File: config.mk
export PLATFORM = sky130hd
export DESIGN_NAME = ordered_set_table_flat
export DESIGN_NICKNAME = d
export VERILOG_FILES = /design/src/sv/oset_pkg.sv /design/src/sv/oset_if.sv /design/src/sv/oset_cell.sv /design/src/sv/ordered_set_table.sv /design/src/flat_wrapper.sv
export SDC_FILE = /design/constraint.sdc
export NUM_CORES = 1
export LEC_CHECK = 0
export ABC_AREA = 1
export BUFFER_PORTS_ARGS = -buffer_cell sky130_fd_sc_hd__buf_2
export CORE_MARGIN = 2
export CORE_UTILIZATION = 50
export CTS_BUF_LIST = sky130_fd_sc_hd__clkbuf_8
export CTS_CLUSTER_SIZE = 40
export DETAILED_ROUTE_END_ITERATION = 6
export GPL_ROUTABILITY_DRIVEN = 0
export PLACE_DENSITY = 0.66
export SLEW_MARGIN = 20
export SYNTH_ARGS = -nofsm -noshare
export SYNTH_HDL_FRONTEND = slang
export SYNTH_SLANG_ARGS = --single-unit
export TNS_END_PERCENT = 100
File: constraint.sdc
create_clock -name i_clk -period 11.1 [get_ports i_clk]
set_input_delay 2.22 -clock i_clk [delete_from_list [all_inputs] [get_ports i_clk]]
set_output_delay 2.22 -clock i_clk [all_outputs]
set_load 0.02 [all_outputs]
File: src/sv/oset_pkg.sv
// shared constants, codes and types of the ordered set table
package oset_pkg;

    localparam int CAPACITY    = 16;
    localparam int ELEM_WIDTH  = 32;
    localparam int VALUE_W     = 32;
    localparam int CMD_W       = 2;
    localparam int STATUS_W    = 2;
    localparam int COUNT_OUT_W = 5;
    localparam int IDX_W       = (CAPACITY > 1) ? $clog2(CAPACITY) : 1;
    localparam int CNT_W       = $clog2(CAPACITY + 1);

    typedef enum logic [CMD_W-1:0] {
        CMD_ADD    = 2'd0,
        CMD_REMOVE = 2'd1,
        CMD_SEARCH = 2'd2,
        CMD_RSVD   = 2'd3
    } t_cmd;

    typedef enum logic [STATUS_W-1:0] {
        ST_OK   = 2'd0,
        ST_MISS = 2'd1,
        ST_FULL = 2'd2
    } t_status;

    typedef struct packed {
        logic                  capture;
        logic                  add_en;
        logic                  rem_en;
        logic [CNT_W-1:0]      count;
        logic [ELEM_WIDTH-1:0] key;
    } t_cell_ctl;

endpackage

File: src/sv/oset_if.sv
// valid/ready channels of the ordered set table
interface oset_in_if;
    import oset_pkg::*;

    logic                       valid;
    logic                       ready;
    logic [CMD_W-1:0]           cmd;
    logic signed [VALUE_W-1:0]  value;

    modport source (output valid, output cmd, output value, input ready);
    modport sink (input valid, input cmd, input value, output ready);
    modport monitor (input valid, input cmd, input value, input ready);
endinterface

interface oset_out_if;
    import oset_pkg::*;

    logic                   valid;
    logic                   ready;
    logic [STATUS_W-1:0]    status;
    logic [COUNT_OUT_W-1:0] entry_count;
    logic                   is_empty;

    modport source (output valid, output status, output entry_count, output is_empty,
                    input ready);
    modport sink (input valid, input status, input entry_count, input is_empty,
                  output ready);
    modport monitor (input valid, input status, input entry_count, input is_empty,
                     input ready);
endinterface

File: src/sv/oset_cell.sv
// one table cell: holds an entry, compares it, shifts from its upper neighbor
module oset_cell import oset_pkg::*; (
    input  logic                  i_clk,
    input  logic                  i_rst_n,
    input  t_cell_ctl             i_ctl,
    input  logic [IDX_W-1:0]      i_index,
    input  logic [ELEM_WIDTH-1:0] i_next_value,
    input  logic                  i_seen,
    output logic [ELEM_WIDTH-1:0] o_value,
    output logic                  o_seen
);

    logic [ELEM_WIDTH-1:0] r_value;
    logic                  r_hit;
    logic                  in_use;

    assign in_use  = CNT_W'(i_index) < i_ctl.count;
    assign o_seen  = i_seen | r_hit;
    assign o_value = r_value;

    always_ff @(posedge i_clk) begin
        if (!i_rst_n) begin
            r_hit <= 1'b0;
        end else if (i_ctl.capture) begin
            r_hit <= in_use && (r_value == i_ctl.key);
        end
    end

    always_ff @(posedge i_clk) begin
        if (i_ctl.add_en && (CNT_W'(i_index) == i_ctl.count)) begin
            r_value <= i_ctl.key;
        end else if (i_ctl.rem_en && o_seen) begin
            r_value <= i_next_value;
        end
    end

endmodule

File: src/sv/ordered_set_table.sv
// the result is registered in the execute state, after the input is accepted
// one transaction at a time; cells register their compare
// on accept, the execute state updates the cell row and loads the result
// a result waiting on the output holds the update until it is taken
// reset clears the entry count and control; held entries are not cleared
module ordered_set_table import oset_pkg::*; (
    input  logic       i_clk,
    input  logic       i_rst_n,
    oset_in_if.sink    i_in,
    oset_out_if.source o_out
);

    typedef enum logic {
        S_IDLE,
        S_EXEC
    } t_state;

    t_state                r_state;
    t_cmd                  r_cmd;
    logic [ELEM_WIDTH-1:0] r_key;
    logic [CNT_W-1:0]      r_count;
    logic                  r_out_valid;
    t_status               r_out_status;
    logic [CNT_W-1:0]      r_out_count;
    logic                  r_out_empty;

    t_status               n_status;
    logic [CNT_W-1:0]      n_count;
    logic                  in_fire;
    logic                  exec_go;
    logic                  any_hit;
    logic                  do_add;
    logic                  do_rem;
    t_cell_ctl             cell_ctl;

    logic [ELEM_WIDTH-1:0] cell_value [CAPACITY];
    logic [ELEM_WIDTH-1:0] cell_next  [CAPACITY];
    logic [CAPACITY:0]     seen;

    assign i_in.ready = (r_state == S_IDLE) && i_rst_n;
    assign in_fire    = i_in.valid && i_in.ready;
    assign exec_go    = (r_state == S_EXEC) && (!r_out_valid || o_out.ready);
    assign any_hit    = seen[CAPACITY];

    assign do_add = exec_go && (r_cmd == CMD_ADD) && !any_hit
                    && (r_count != CNT_W'(CAPACITY));
    assign do_rem = exec_go && (r_cmd == CMD_REMOVE) && any_hit;

    always_comb begin
        cell_ctl.capture = in_fire;
        cell_ctl.add_en  = do_add;
        cell_ctl.rem_en  = do_rem;
        cell_ctl.count   = r_count;
        cell_ctl.key     = (r_state == S_IDLE) ? i_in.value[ELEM_WIDTH-1:0] : r_key;
    end

    always_comb begin
        n_count = r_count;
        case (r_cmd)
            CMD_ADD: begin
                if (any_hit) begin
                    n_status = ST_MISS;
                end else if (r_count == CNT_W'(CAPACITY)) begin
                    n_status = ST_FULL;
                end else begin
                    n_status = ST_OK;
                    n_count  = r_count + CNT_W'(1);
                end
            end
            CMD_REMOVE: begin
                if (any_hit) begin
                    n_status = ST_OK;
                    n_count  = r_count - CNT_W'(1);
                end else begin
                    n_status = ST_MISS;
                end
            end
            default: begin
                n_status = any_hit ? ST_OK : ST_MISS;
            end
        endcase
    end

    assign seen[0] = 1'b0;

    for (genvar g = 0; g < CAPACITY; g++) begin : g_cell
        if (g == CAPACITY - 1) begin : g_last
            assign cell_next[g] = cell_value[g];
        end else begin : g_mid
            assign cell_next[g] = cell_value[g+1];
        end

        oset_cell u_cell (
            .i_clk        (i_clk),
            .i_rst_n      (i_rst_n),
            .i_ctl        (cell_ctl),
            .i_index      (IDX_W'(g)),
            .i_next_value (cell_next[g]),
            .i_seen       (seen[g]),
            .o_value      (cell_value[g]),
            .o_seen       (seen[g+1])
        );
    end

    always_ff @(posedge i_clk) begin
        if (!i_rst_n) begin
            r_state     <= S_IDLE;
            r_count     <= '0;
            r_out_valid <= 1'b0;
        end else begin
            case (r_state)
                S_IDLE: begin
                    if (in_fire) begin
                        r_state <= S_EXEC;
                    end
                    if (o_out.ready) begin
                        r_out_valid <= 1'b0;
                    end
                end
                S_EXEC: begin
                    if (exec_go) begin
                        r_state     <= S_IDLE;
                        r_count     <= n_count;
                        r_out_valid <= 1'b1;
                    end
                end
                default: begin
                    r_state <= S_IDLE;
                end
            endcase
        end
    end

    always_ff @(posedge i_clk) begin
        if (in_fire) begin
            r_cmd <= t_cmd'(i_in.cmd);
            r_key <= i_in.value[ELEM_WIDTH-1:0];
        end
        if (exec_go) begin
            r_out_status <= n_status;
            r_out_count  <= n_count;
            r_out_empty  <= (n_count == '0);
        end
    end

    assign o_out.valid       = r_out_valid;
    assign o_out.status      = r_out_status;
    assign o_out.entry_count = COUNT_OUT_W'(r_out_count);
    assign o_out.is_empty    = r_out_empty;

endmodule

File: src/flat_wrapper.sv
// flat-port wrapper written by rule: the top's interface ports become plain ports
module ordered_set_table_flat import oset_pkg::*;
  (i_clk, i_rst_n, i_in_valid, i_in_cmd, i_in_value, i_in_ready, o_out_valid, o_out_status, o_out_entry_count, o_out_is_empty, o_out_ready);
  oset_in_if i_in_i ();
  oset_out_if o_out_i ();
  input  logic i_clk;
  input  logic i_rst_n;
  input wire logic [$bits(i_in_i.valid)-1:0] i_in_valid;
  input wire logic [$bits(i_in_i.cmd)-1:0] i_in_cmd;
  input wire logic [$bits(i_in_i.value)-1:0] i_in_value;
  output wire logic [$bits(i_in_i.ready)-1:0] i_in_ready;
  output wire logic [$bits(o_out_i.valid)-1:0] o_out_valid;
  output wire logic [$bits(o_out_i.status)-1:0] o_out_status;
  output wire logic [$bits(o_out_i.entry_count)-1:0] o_out_entry_count;
  output wire logic [$bits(o_out_i.is_empty)-1:0] o_out_is_empty;
  input wire logic [$bits(o_out_i.ready)-1:0] o_out_ready;
  assign i_in_i.valid = i_in_valid;
  assign i_in_i.cmd = i_in_cmd;
  assign i_in_i.value = i_in_value;
  assign i_in_ready = i_in_i.ready;
  assign o_out_valid = o_out_i.valid;
  assign o_out_status = o_out_i.status;
  assign o_out_entry_count = o_out_i.entry_count;
  assign o_out_is_empty = o_out_i.is_empty;
  assign o_out_i.ready = o_out_ready;
  ordered_set_table u_core (.i_clk(i_clk), .i_rst_n(i_rst_n), .i_in(i_in_i), .o_out(o_out_i));
endmodule
Word level (Yosys, flattened, before mapping)
Cells that the tools add are included.

Register bits after elaboration: 577. Latch bits: 0. Bits in writable memories: 0. Memory bits (read-only): 0. Input port bits: 38. Output and inout bits: 10. Word-level logic and storage cells: 233. Memories: 0.

Add/subtract/negate cells: 2. Multiply operators: 0. Divide/modulo/power cells: 0. Magnitude comparators: 16. Equality and inequality tests: 36. Shift-type cells: 0. Mux-type cells: 45. Bitwise logic cells: 16. Reduce and logical (&&, ||, !) cells: 78.

Operators with widths (count): $mux W32 (31); $eq A32 B32 Y1 (16); $logic_and A1 B1 Y1 (55); $eq A4 B5 Y1 const A (8); $lt A4 B5 Y1 const A (8); $reduce_bool A2 Y1 (15); $eq A3 B5 Y1 const A (4); $lt A3 B5 Y1 const A (4); $mux W5 (3); $or A1 B1 Y1 (15); $eq A2 B5 Y1 const A (2); $logic_not A5 Y1 (2); $lt A1 B5 Y1 const A (2); $lt A2 B5 Y1 const A (2); $pmux W5 S2 (1); $mux W2 (3); $add A5 B1 Y5 const B (1); $eq A1 B5 Y1 const A (1); $eq A5 B5 Y1 const B (1); $mux W1 (5); $ne A5 B5 Y1 const B (1); $sub A5 B1 Y5 const B (1); $ne A2 B2 Y1 const B (2); $pmux W1 S2 (2); other kinds (6) (8).

Longest topological paths before layout
Depth in word-level cells: 20. Mapped depth: 15.

Cells and area by module
From an unflattened synthesis, not the netlist that was laid out.

Cell total of the unflattened synthesis: 4417. Area, all modules: 36080.9 um^2.

Modules (own cells, without submodules): oset_cell (times used 16, cells an instance 260, area each 2110.8 um^2, sequential area each 980.9 um^2); ordered_set_table (times used 1, cells an instance 257, area each 2308.5 um^2, sequential area each 1401.3 um^2).

Least setup slack after synthesis
OpenSTA, ideal clock, no wires.

Kind: input -> register. Start: input o_out_ready. End: register u_core.g_cell[15].u_cell.r_value[0] (enable). Data arrival time: 5.716 ns. Slack: 4.882 ns. Stages on the path: 4. Path through: nor2_1 -> nor2_1 -> inv_1 -> nor4_1.

Longest elaborated chain between the ends: 6.

RTL lines: from (decl) (RTL line flat_wrapper.sv:16) `input wire logic [$bits(o_out_i.ready)-1:0] o_out_ready;`; $logic_or A1 B1 Y1 (RTL line ordered_set_table.sv:42) `assign exec_go = (r_state == S_EXEC) && (!r_out_valid || o_out.ready);`; $logic_and A1 B1 Y1 (RTL line ordered_set_table.sv:42); $logic_and A1 B1 Y1 (2 in a row) (RTL line ordered_set_table.sv:45) `assign do_add = exec_go && (r_cmd == CMD_ADD) && !any_hit`; $logic_and A1 B1 Y1 (RTL line ordered_set_table.sv:46) `&& (r_count != CNT_W'(CAPACITY));`; $logic_and A1 B1 Y1 (RTL line oset_cell.sv:30) `if (i_ctl.add_en && (CNT_W'(i_index) == i_ctl.count)) begin`; to (signal assigned) (RTL line oset_cell.sv:31) `r_value <= i_ctl.key;`; to (signal assigned) (RTL line oset_cell.sv:33) `r_value <= i_next_value;`; to (decl) (RTL line oset_cell.sv:13) `logic [ELEM_WIDTH-1:0] r_value;`.

Every way passes these cells. A chain may end at the register's enable or synchronous reset.

Worst setup path after layout
Start: input i_rst_n. End: output i_in_ready.

Longest elaborated chain between the ends: 1.

RTL lines: from (decl) (RTL line flat_wrapper.sv:7) `input logic i_rst_n;`; $logic_and A1 B1 Y1 (RTL line ordered_set_table.sv:40) `assign i_in.ready = (r_state == S_IDLE) && i_rst_n;`; to (decl) (RTL line flat_wrapper.sv:11) `output wire logic [$bits(i_in_i.ready)-1:0] i_in_ready;`.

Every way passes these cells.

==> report_table.html <==
<table>
<tr><th>Metric</th><th>Value</th></tr>
<tr><th colspan="2">Outcome</th></tr>
<tr><td>Status</td><td>finished clean</td></tr>
<tr><th colspan="2">Worst setup path</th></tr>
<tr><td>Delay contributed by the slowest stage of the critical path</td><td>about 570 ps</td></tr>
<tr><td>Type of the setup path with the least slack</td><td>in2out</td></tr>
<tr><td>Bufs and invs on worst path</td><td>3</td></tr>
<tr><td>Critical path's top delay family</td><td>buffers and inverters</td></tr>
<tr><td>Critical Path Start Type</td><td>input port</td></tr>
<tr><td>Critical path's slowest cell</td><td>sky130_fd_sc_hd__clkinv_1</td></tr>
<tr><td>Reg-to-Reg Start</td><td>u_core.g_cell[0].u_cell.r_hit</td></tr>
<tr><td>Most frequent cell on the critical path</td><td>sky130_fd_sc_hd__buf_2</td></tr>
<tr><td>Required time of the critical path</td><td>slightly below 9000 ps</td></tr>
<tr><td>Category of the worst setup path capture point</td><td>output pin</td></tr>
<tr><td>Largest fanout on the critical path</td><td>18</td></tr>
<tr><td>Arr. time, crit path</td><td>about 3500 ps</td></tr>
<tr><td>Cell-by-cell trace of the critical path</td><td>buf_2 &gt; clkinv_1 &gt; nor2_1 &gt; buf_2</td></tr>
<tr><td>Critical path origin</td><td>i_rst_n</td></tr>
<tr><th colspan="2">Logic synthesis</th></tr>
<tr><td>Mapped cell area</td><td>approximately 0.03 sq mm</td></tr>
<tr><td>Post-synthesis sequential area ratio</td><td>a little under three fifths</td></tr>
<tr><td>Number of enable flip-flop cells after synthesis</td><td>554</td></tr>
<tr><td>Number of synthesized register bits</td><td>about 580</td></tr>
<tr><td>Yosys warns</td><td>0</td></tr>
<tr><td>Mean instance size in the synthesized netlist</td><td>9.84 sq um</td></tr>
<tr><td>Number of unique standard cell types used by synthesis</td><td>49</td></tr>
<tr><td>Synth Instances</td><td>around 3100</td></tr>
<tr><td>Proportion of register bits with asynchronous set or reset after synthesis</td><td>0%</td></tr>
<tr><td>Post-synth top area share</td><td>~55%</td></tr>
<tr><td>Synth Flop Type</td><td>sky130_fd_sc_hd__edfxtp_1</td></tr>
<tr><td>Synthesized net count</td><td>3112</td></tr>
<tr><td>Yosys top cell by area</td><td>sky130_fd_sc_hd__edfxtp_1</td></tr>
<tr><td>Cell types occupying the most area after synthesis</td><td>sky130_fd_sc_hd__edfxtp_1 (55%), sky130_fd_sc_hd__nand2_1 (9.9%), sky130_fd_sc_hd__o21ai_0 (5.4%)</td></tr>
<tr><th colspan="2">Placement</th></tr>
<tr><td>Final HPWL from detailed placement</td><td>approximately 64000 microns</td></tr>
<tr><td>Port buffer count</td><td>47</td></tr>
<tr><th colspan="2">STA</th></tr>
<tr><td>Setup Viol. Count Final</td><td>0</td></tr>
<tr><td>Hold Vio Cnt, Final</td><td>0</td></tr>
<tr><td>Fmax</td><td>around 180 MHz</td></tr>
<tr><td>Sum Neg Setup Slack</td><td>0 ps</td></tr>
<tr><td>Number of max-slew violations in the final report</td><td>0</td></tr>
<tr><td>Slew headroom</td><td>around 22%</td></tr>
<tr><td>Final clock skew</td><td>49.9 ps</td></tr>
<tr><td>Clock period minus final worst setup slack</td><td>5710 ps</td></tr>
<tr><td>Period utilization</td><td>around half</td></tr>
<tr><td>Unrepaired setup endpoints after global routing</td><td>false</td></tr>
<tr><td>Slew at the pin closest to its max-slew limit</td><td>1160 ps</td></tr>
<tr><th colspan="2">Power and ir drop</th></tr>
<tr><td>Clk pwr share</td><td>a little under two fifths</td></tr>
<tr><td>Logic pwr share</td><td>between 10% and 20%</td></tr>
<tr><td>Largest voltage drop on the vdd net</td><td>approximately 0.094 mV</td></tr>
<tr><td>Internal</td><td>roughly 3.4 mW</td></tr>
<tr><td>Switching share of power</td><td>between 20 and 30%</td></tr>
<tr><td>Seq pwr share</td><td>about half</td></tr>
<tr><td>Total Power</td><td>roughly 4.8 mW</td></tr>
<tr><td>Power spent charging and discharging nets</td><td>around 1.4 mW</td></tr>
<tr><td>Areal power density over the cells</td><td>around 150 mW/mm^2</td></tr>
<tr><td>Leak</td><td>12.4 nW</td></tr>
<tr><th colspan="2">Drt</th></tr>
<tr><td>Detailed Route Iter0 Violations</td><td>roughly 3300</td></tr>
<tr><td>DRT Pass-1 Iters</td><td>6</td></tr>
<tr><td>Routed Wire Length</td><td>just under 100000 microns</td></tr>
<tr><td>Via count of the routed design</td><td>between 20000 and 25000</td></tr>
<tr><td>Via/cell ratio</td><td>just over 6</td></tr>
<tr><td>Number of nets still failing antenna checks after routing</td><td>0</td></tr>
<tr><td>Average wire length per cell after detail routing</td><td>24.9 microns</td></tr>
<tr><td>Count of unresolved DRC violations after routing</td><td>0</td></tr>
<tr><th colspan="2">Worst hold path</th></tr>
<tr><td>Path class of the lowest-slack min-delay path</td><td>reg2reg</td></tr>
<tr><td>Worst min-delay path startpoint</td><td>u_core.g_cell[11].u_cell.r_hit</td></tr>
<tr><th colspan="2">Finish</th></tr>
<tr><td>Most used cells in the layout excluding fill and tap cells</td><td>sky130_fd_sc_hd__nand2_1 (780), sky130_fd_sc_hd__edfxtp_1 (554), sky130_fd_sc_hd__o21ai_0 (318)</td></tr>
<tr><td>Most common cell after layout, fill and taps aside</td><td>sky130_fd_sc_hd__nand2_1</td></tr>
<tr><td>Total number of nets in the final design</td><td>between 3000 and 4000</td></tr>
<tr><td>Layout overhead on the synthesized area</td><td>8.23%</td></tr>
<tr><td>Fraction of layout cells with a size suffix above 1</td><td>between 10% and 20%</td></tr>
<tr><th colspan="2">CTS</th></tr>
<tr><td>Clk buf depth</td><td>3</td></tr>
<tr><td>Count of H-tree levels built during CTS</td><td>3</td></tr>
<tr><td>CTS tree</td><td>done</td></tr>
<tr><td>Post-cts gate resize count</td><td>0</td></tr>
<tr><td>Clock input transition at the sequential cells of the worst setup and hold paths</td><td>~60 ps</td></tr>
<tr><td>Post-CTS Setup Bufs</td><td>0</td></tr>
<tr><td>Hold buffers post-CTS</td><td>0</td></tr>
<tr><td>Clock sink count</td><td>slightly below 600</td></tr>
<tr><td>Total clock buffers created by CTS</td><td>a little under 100</td></tr>
<tr><td>Worst-Skew Late Latency</td><td>roughly 730 ps</td></tr>
<tr><td>Buffer cell driving the clock tree root</td><td>sky130_fd_sc_hd__clkbuf_8</td></tr>
<tr><th colspan="2">Global route</th></tr>
<tr><td>Total global routing track utilization</td><td>about 31%</td></tr>
<tr><td>Global-route wire length before repair</td><td>around 140000 microns</td></tr>
<tr><td>GRT Residual Overflow</td><td>0</td></tr>
<tr><td>Number of antenna violations at the first check in global routing</td><td>1</td></tr>
<tr><td>Largest net degree at the start of global routing</td><td>66</td></tr>
<tr><td>Number of global-route vias before repair</td><td>23000</td></tr>
<tr><th colspan="2">Die</th></tr>
<tr><td>Number of primary I/O pins</td><td>48</td></tr>
<tr><td>Starting density of the core</td><td>between 50% and 60%</td></tr>
<tr><td>Floorplan core area</td><td>0.0600 sq mm</td></tr>
<tr><td>Die Span Y</td><td>around 250 microns</td></tr>
<tr><td>Row count</td><td>90</td></tr>
<tr><td>Die Outline Area</td><td>0.0624 sq mm</td></tr>
<tr><td>Chip Width</td><td>250 microns</td></tr>
<tr><th colspan="2">Job</th></tr>
<tr><td>Max-capacitance violation count</td><td>0</td></tr>
</table>
## sequential cells by signal, summed over array words and instances, names as in the netlist
register and cells:
u_core.g_cell.u_cell.o_value 512, u_core.o_out.entry_count 5, u_core.g_cell.u_cell.r_hit 16, u_core.o_out.valid 1, u_core.r_count 5, u_core.o_out.is_empty 1, u_core.r_state 1, u_core.r_key 32
u_core.r_cmd 2, u_core.o_out.status 2
## final timing paths
| path | endpoint | slack (ps) | cells after the start |
|---|---|---|---|
| min | u_core.g_cell[11].u_cell.r_hit | 470 | 2 |
| max | i_in_ready | 5390 | 4 |
| max reg2reg | u_core.g_cell[11].u_cell.o_value[31] | 6530 | 13 |
| min reg2reg | u_core.g_cell[11].u_cell.r_hit | 470 | 2 |
## layout make-up
cell class	count	area [sq um]
clock inverter	77	423
tap	782	978
antenna	1	2.50
multi-input combinational	2164	11600
clock buffer	100	1380
inverter	104	390
fill	5373	27300
timing repair buffer	123	806
sequential	577	17100
## kinds of logic (layout without fill, tap and decap cells)
| group | after synthesis | count (layout) | synth area share (%) |
|---|---|---|---|
| DFF | 577 | 577 | 56.6 |
| and+or+nand+nor | 1140 | 1140 | 16.1 |
| other | 0 | 1 | 0 |
| adders and majority gates | 5 | 5 | 0.207 |
| xor gates and xnor gates | 302 | 302 | 8.76 |
| AOI/OAI and AO/OA | 717 | 717 | 12.9 |
| buffers and inverters | 328 | 404 | 5.36 |
## through the flow
stage	worst slack, ps	std cells	instance area (sq um)	hold slack (ps)	util, %
finish	5390	3928	32700	471	54.4
global route	5340	3928	32700	493	54.4
CTS	5430	3927	32600	466	54.4
detailed placement	5420	3750	30800	456	51.4
global placement	5400	3750	30800	455	51.4
floorplan	4880	3069	30200	445	-
## layer usage
layer / vias up / GRT usage [%] / share of wire (%)
met5: - / 1.00 / 0.075
met2: 1454 / 47.7 / 45
met1: 11500 / 41.1 / 38
met3: 325 / 7.51 / 12
li1: 10700 / - / -
met4: 2 / 15.7 / 5.5
## worst register-to-register path, stage by stage (launching register included)
cell                      delay [ps]
sky130_fd_sc_hd__dfxtp_1         340
sky130_fd_sc_hd__nor2_2          230
sky130_fd_sc_hd__nand4_2         160
sky130_fd_sc_hd__nor2_1          210
sky130_fd_sc_hd__nand4_1         190
sky130_fd_sc_hd__nor2_2          220
sky130_fd_sc_hd__nand4_2         190
sky130_fd_sc_hd__nor2_4          230
sky130_fd_sc_hd__nand3_2         300
sky130_fd_sc_hd__nor4_4          230
sky130_fd_sc_hd__buf_4           340
sky130_fd_sc_hd__nand3_2         840
sky130_fd_sc_hd__nand2_1         280
sky130_fd_sc_hd__buf_4           430
## power by group through the flow
stage                     Combinational (mW)  Clock, mW  Sequential [mW]
final                                  0.581       1.82             2.39
after global routing                   0.601       1.92             2.39
after CTS                              0.559       1.82             2.39
after detailed placement               0.556          0             2.43
after global placement                 0.550          0             2.43
after floorplan                        0.319          0             2.43
## cell usage after synthesis, types with 2 or more instances
cell type                   instances
sky130_fd_sc_hd__o211ai_1           5
sky130_fd_sc_hd__and3_1             2
sky130_fd_sc_hd__nor4_1            57
sky130_fd_sc_hd__nor3_1            48
sky130_fd_sc_hd__ha_1               5
sky130_fd_sc_hd__nand4_1           37
sky130_fd_sc_hd__o22ai_1           29
sky130_fd_sc_hd__nor4b_1            4
sky130_fd_sc_hd__a22o_1             2
sky130_fd_sc_hd__a22oi_1            2
sky130_fd_sc_hd__xor2_1           166
sky130_fd_sc_hd__o21ai_1          252
sky130_fd_sc_hd__nand2_1          793
sky130_fd_sc_hd__a211o_1            6
sky130_fd_sc_hd__dfxtp_1           23
sky130_fd_sc_hd__edfxtp_1         554
sky130_fd_sc_hd__nand3b_1           2
sky130_fd_sc_hd__a2111oi_0          4
sky130_fd_sc_hd__buf_4              2
sky130_fd_sc_hd__clkbuf_1         119
sky130_fd_sc_hd__nand2_2            6
sky130_fd_sc_hd__buf_2             50
sky130_fd_sc_hd__buf_1             11
sky130_fd_sc_hd__buf_6             42
sky130_fd_sc_hd__o2111ai_1         16
sky130_fd_sc_hd__or2_2             38
sky130_fd_sc_hd__nor2_2             2
sky130_fd_sc_hd__nand4_2            2
sky130_fd_sc_hd__nand3_2            4
sky130_fd_sc_hd__nand3_1           35
sky130_fd_sc_hd__o21ai_0          325
sky130_fd_sc_hd__inv_1             94
sky130_fd_sc_hd__nor2_1           104
sky130_fd_sc_hd__o21ai_2           10
sky130_fd_sc_hd__a21oi_1           25
sky130_fd_sc_hd__a211oi_1          25
sky130_fd_sc_hd__a221oi_1          12
sky130_fd_sc_hd__xnor2_1          136
sky130_fd_sc_hd__clkinv_1          10
Note: power is estimated with default switching activity, not from simulation.
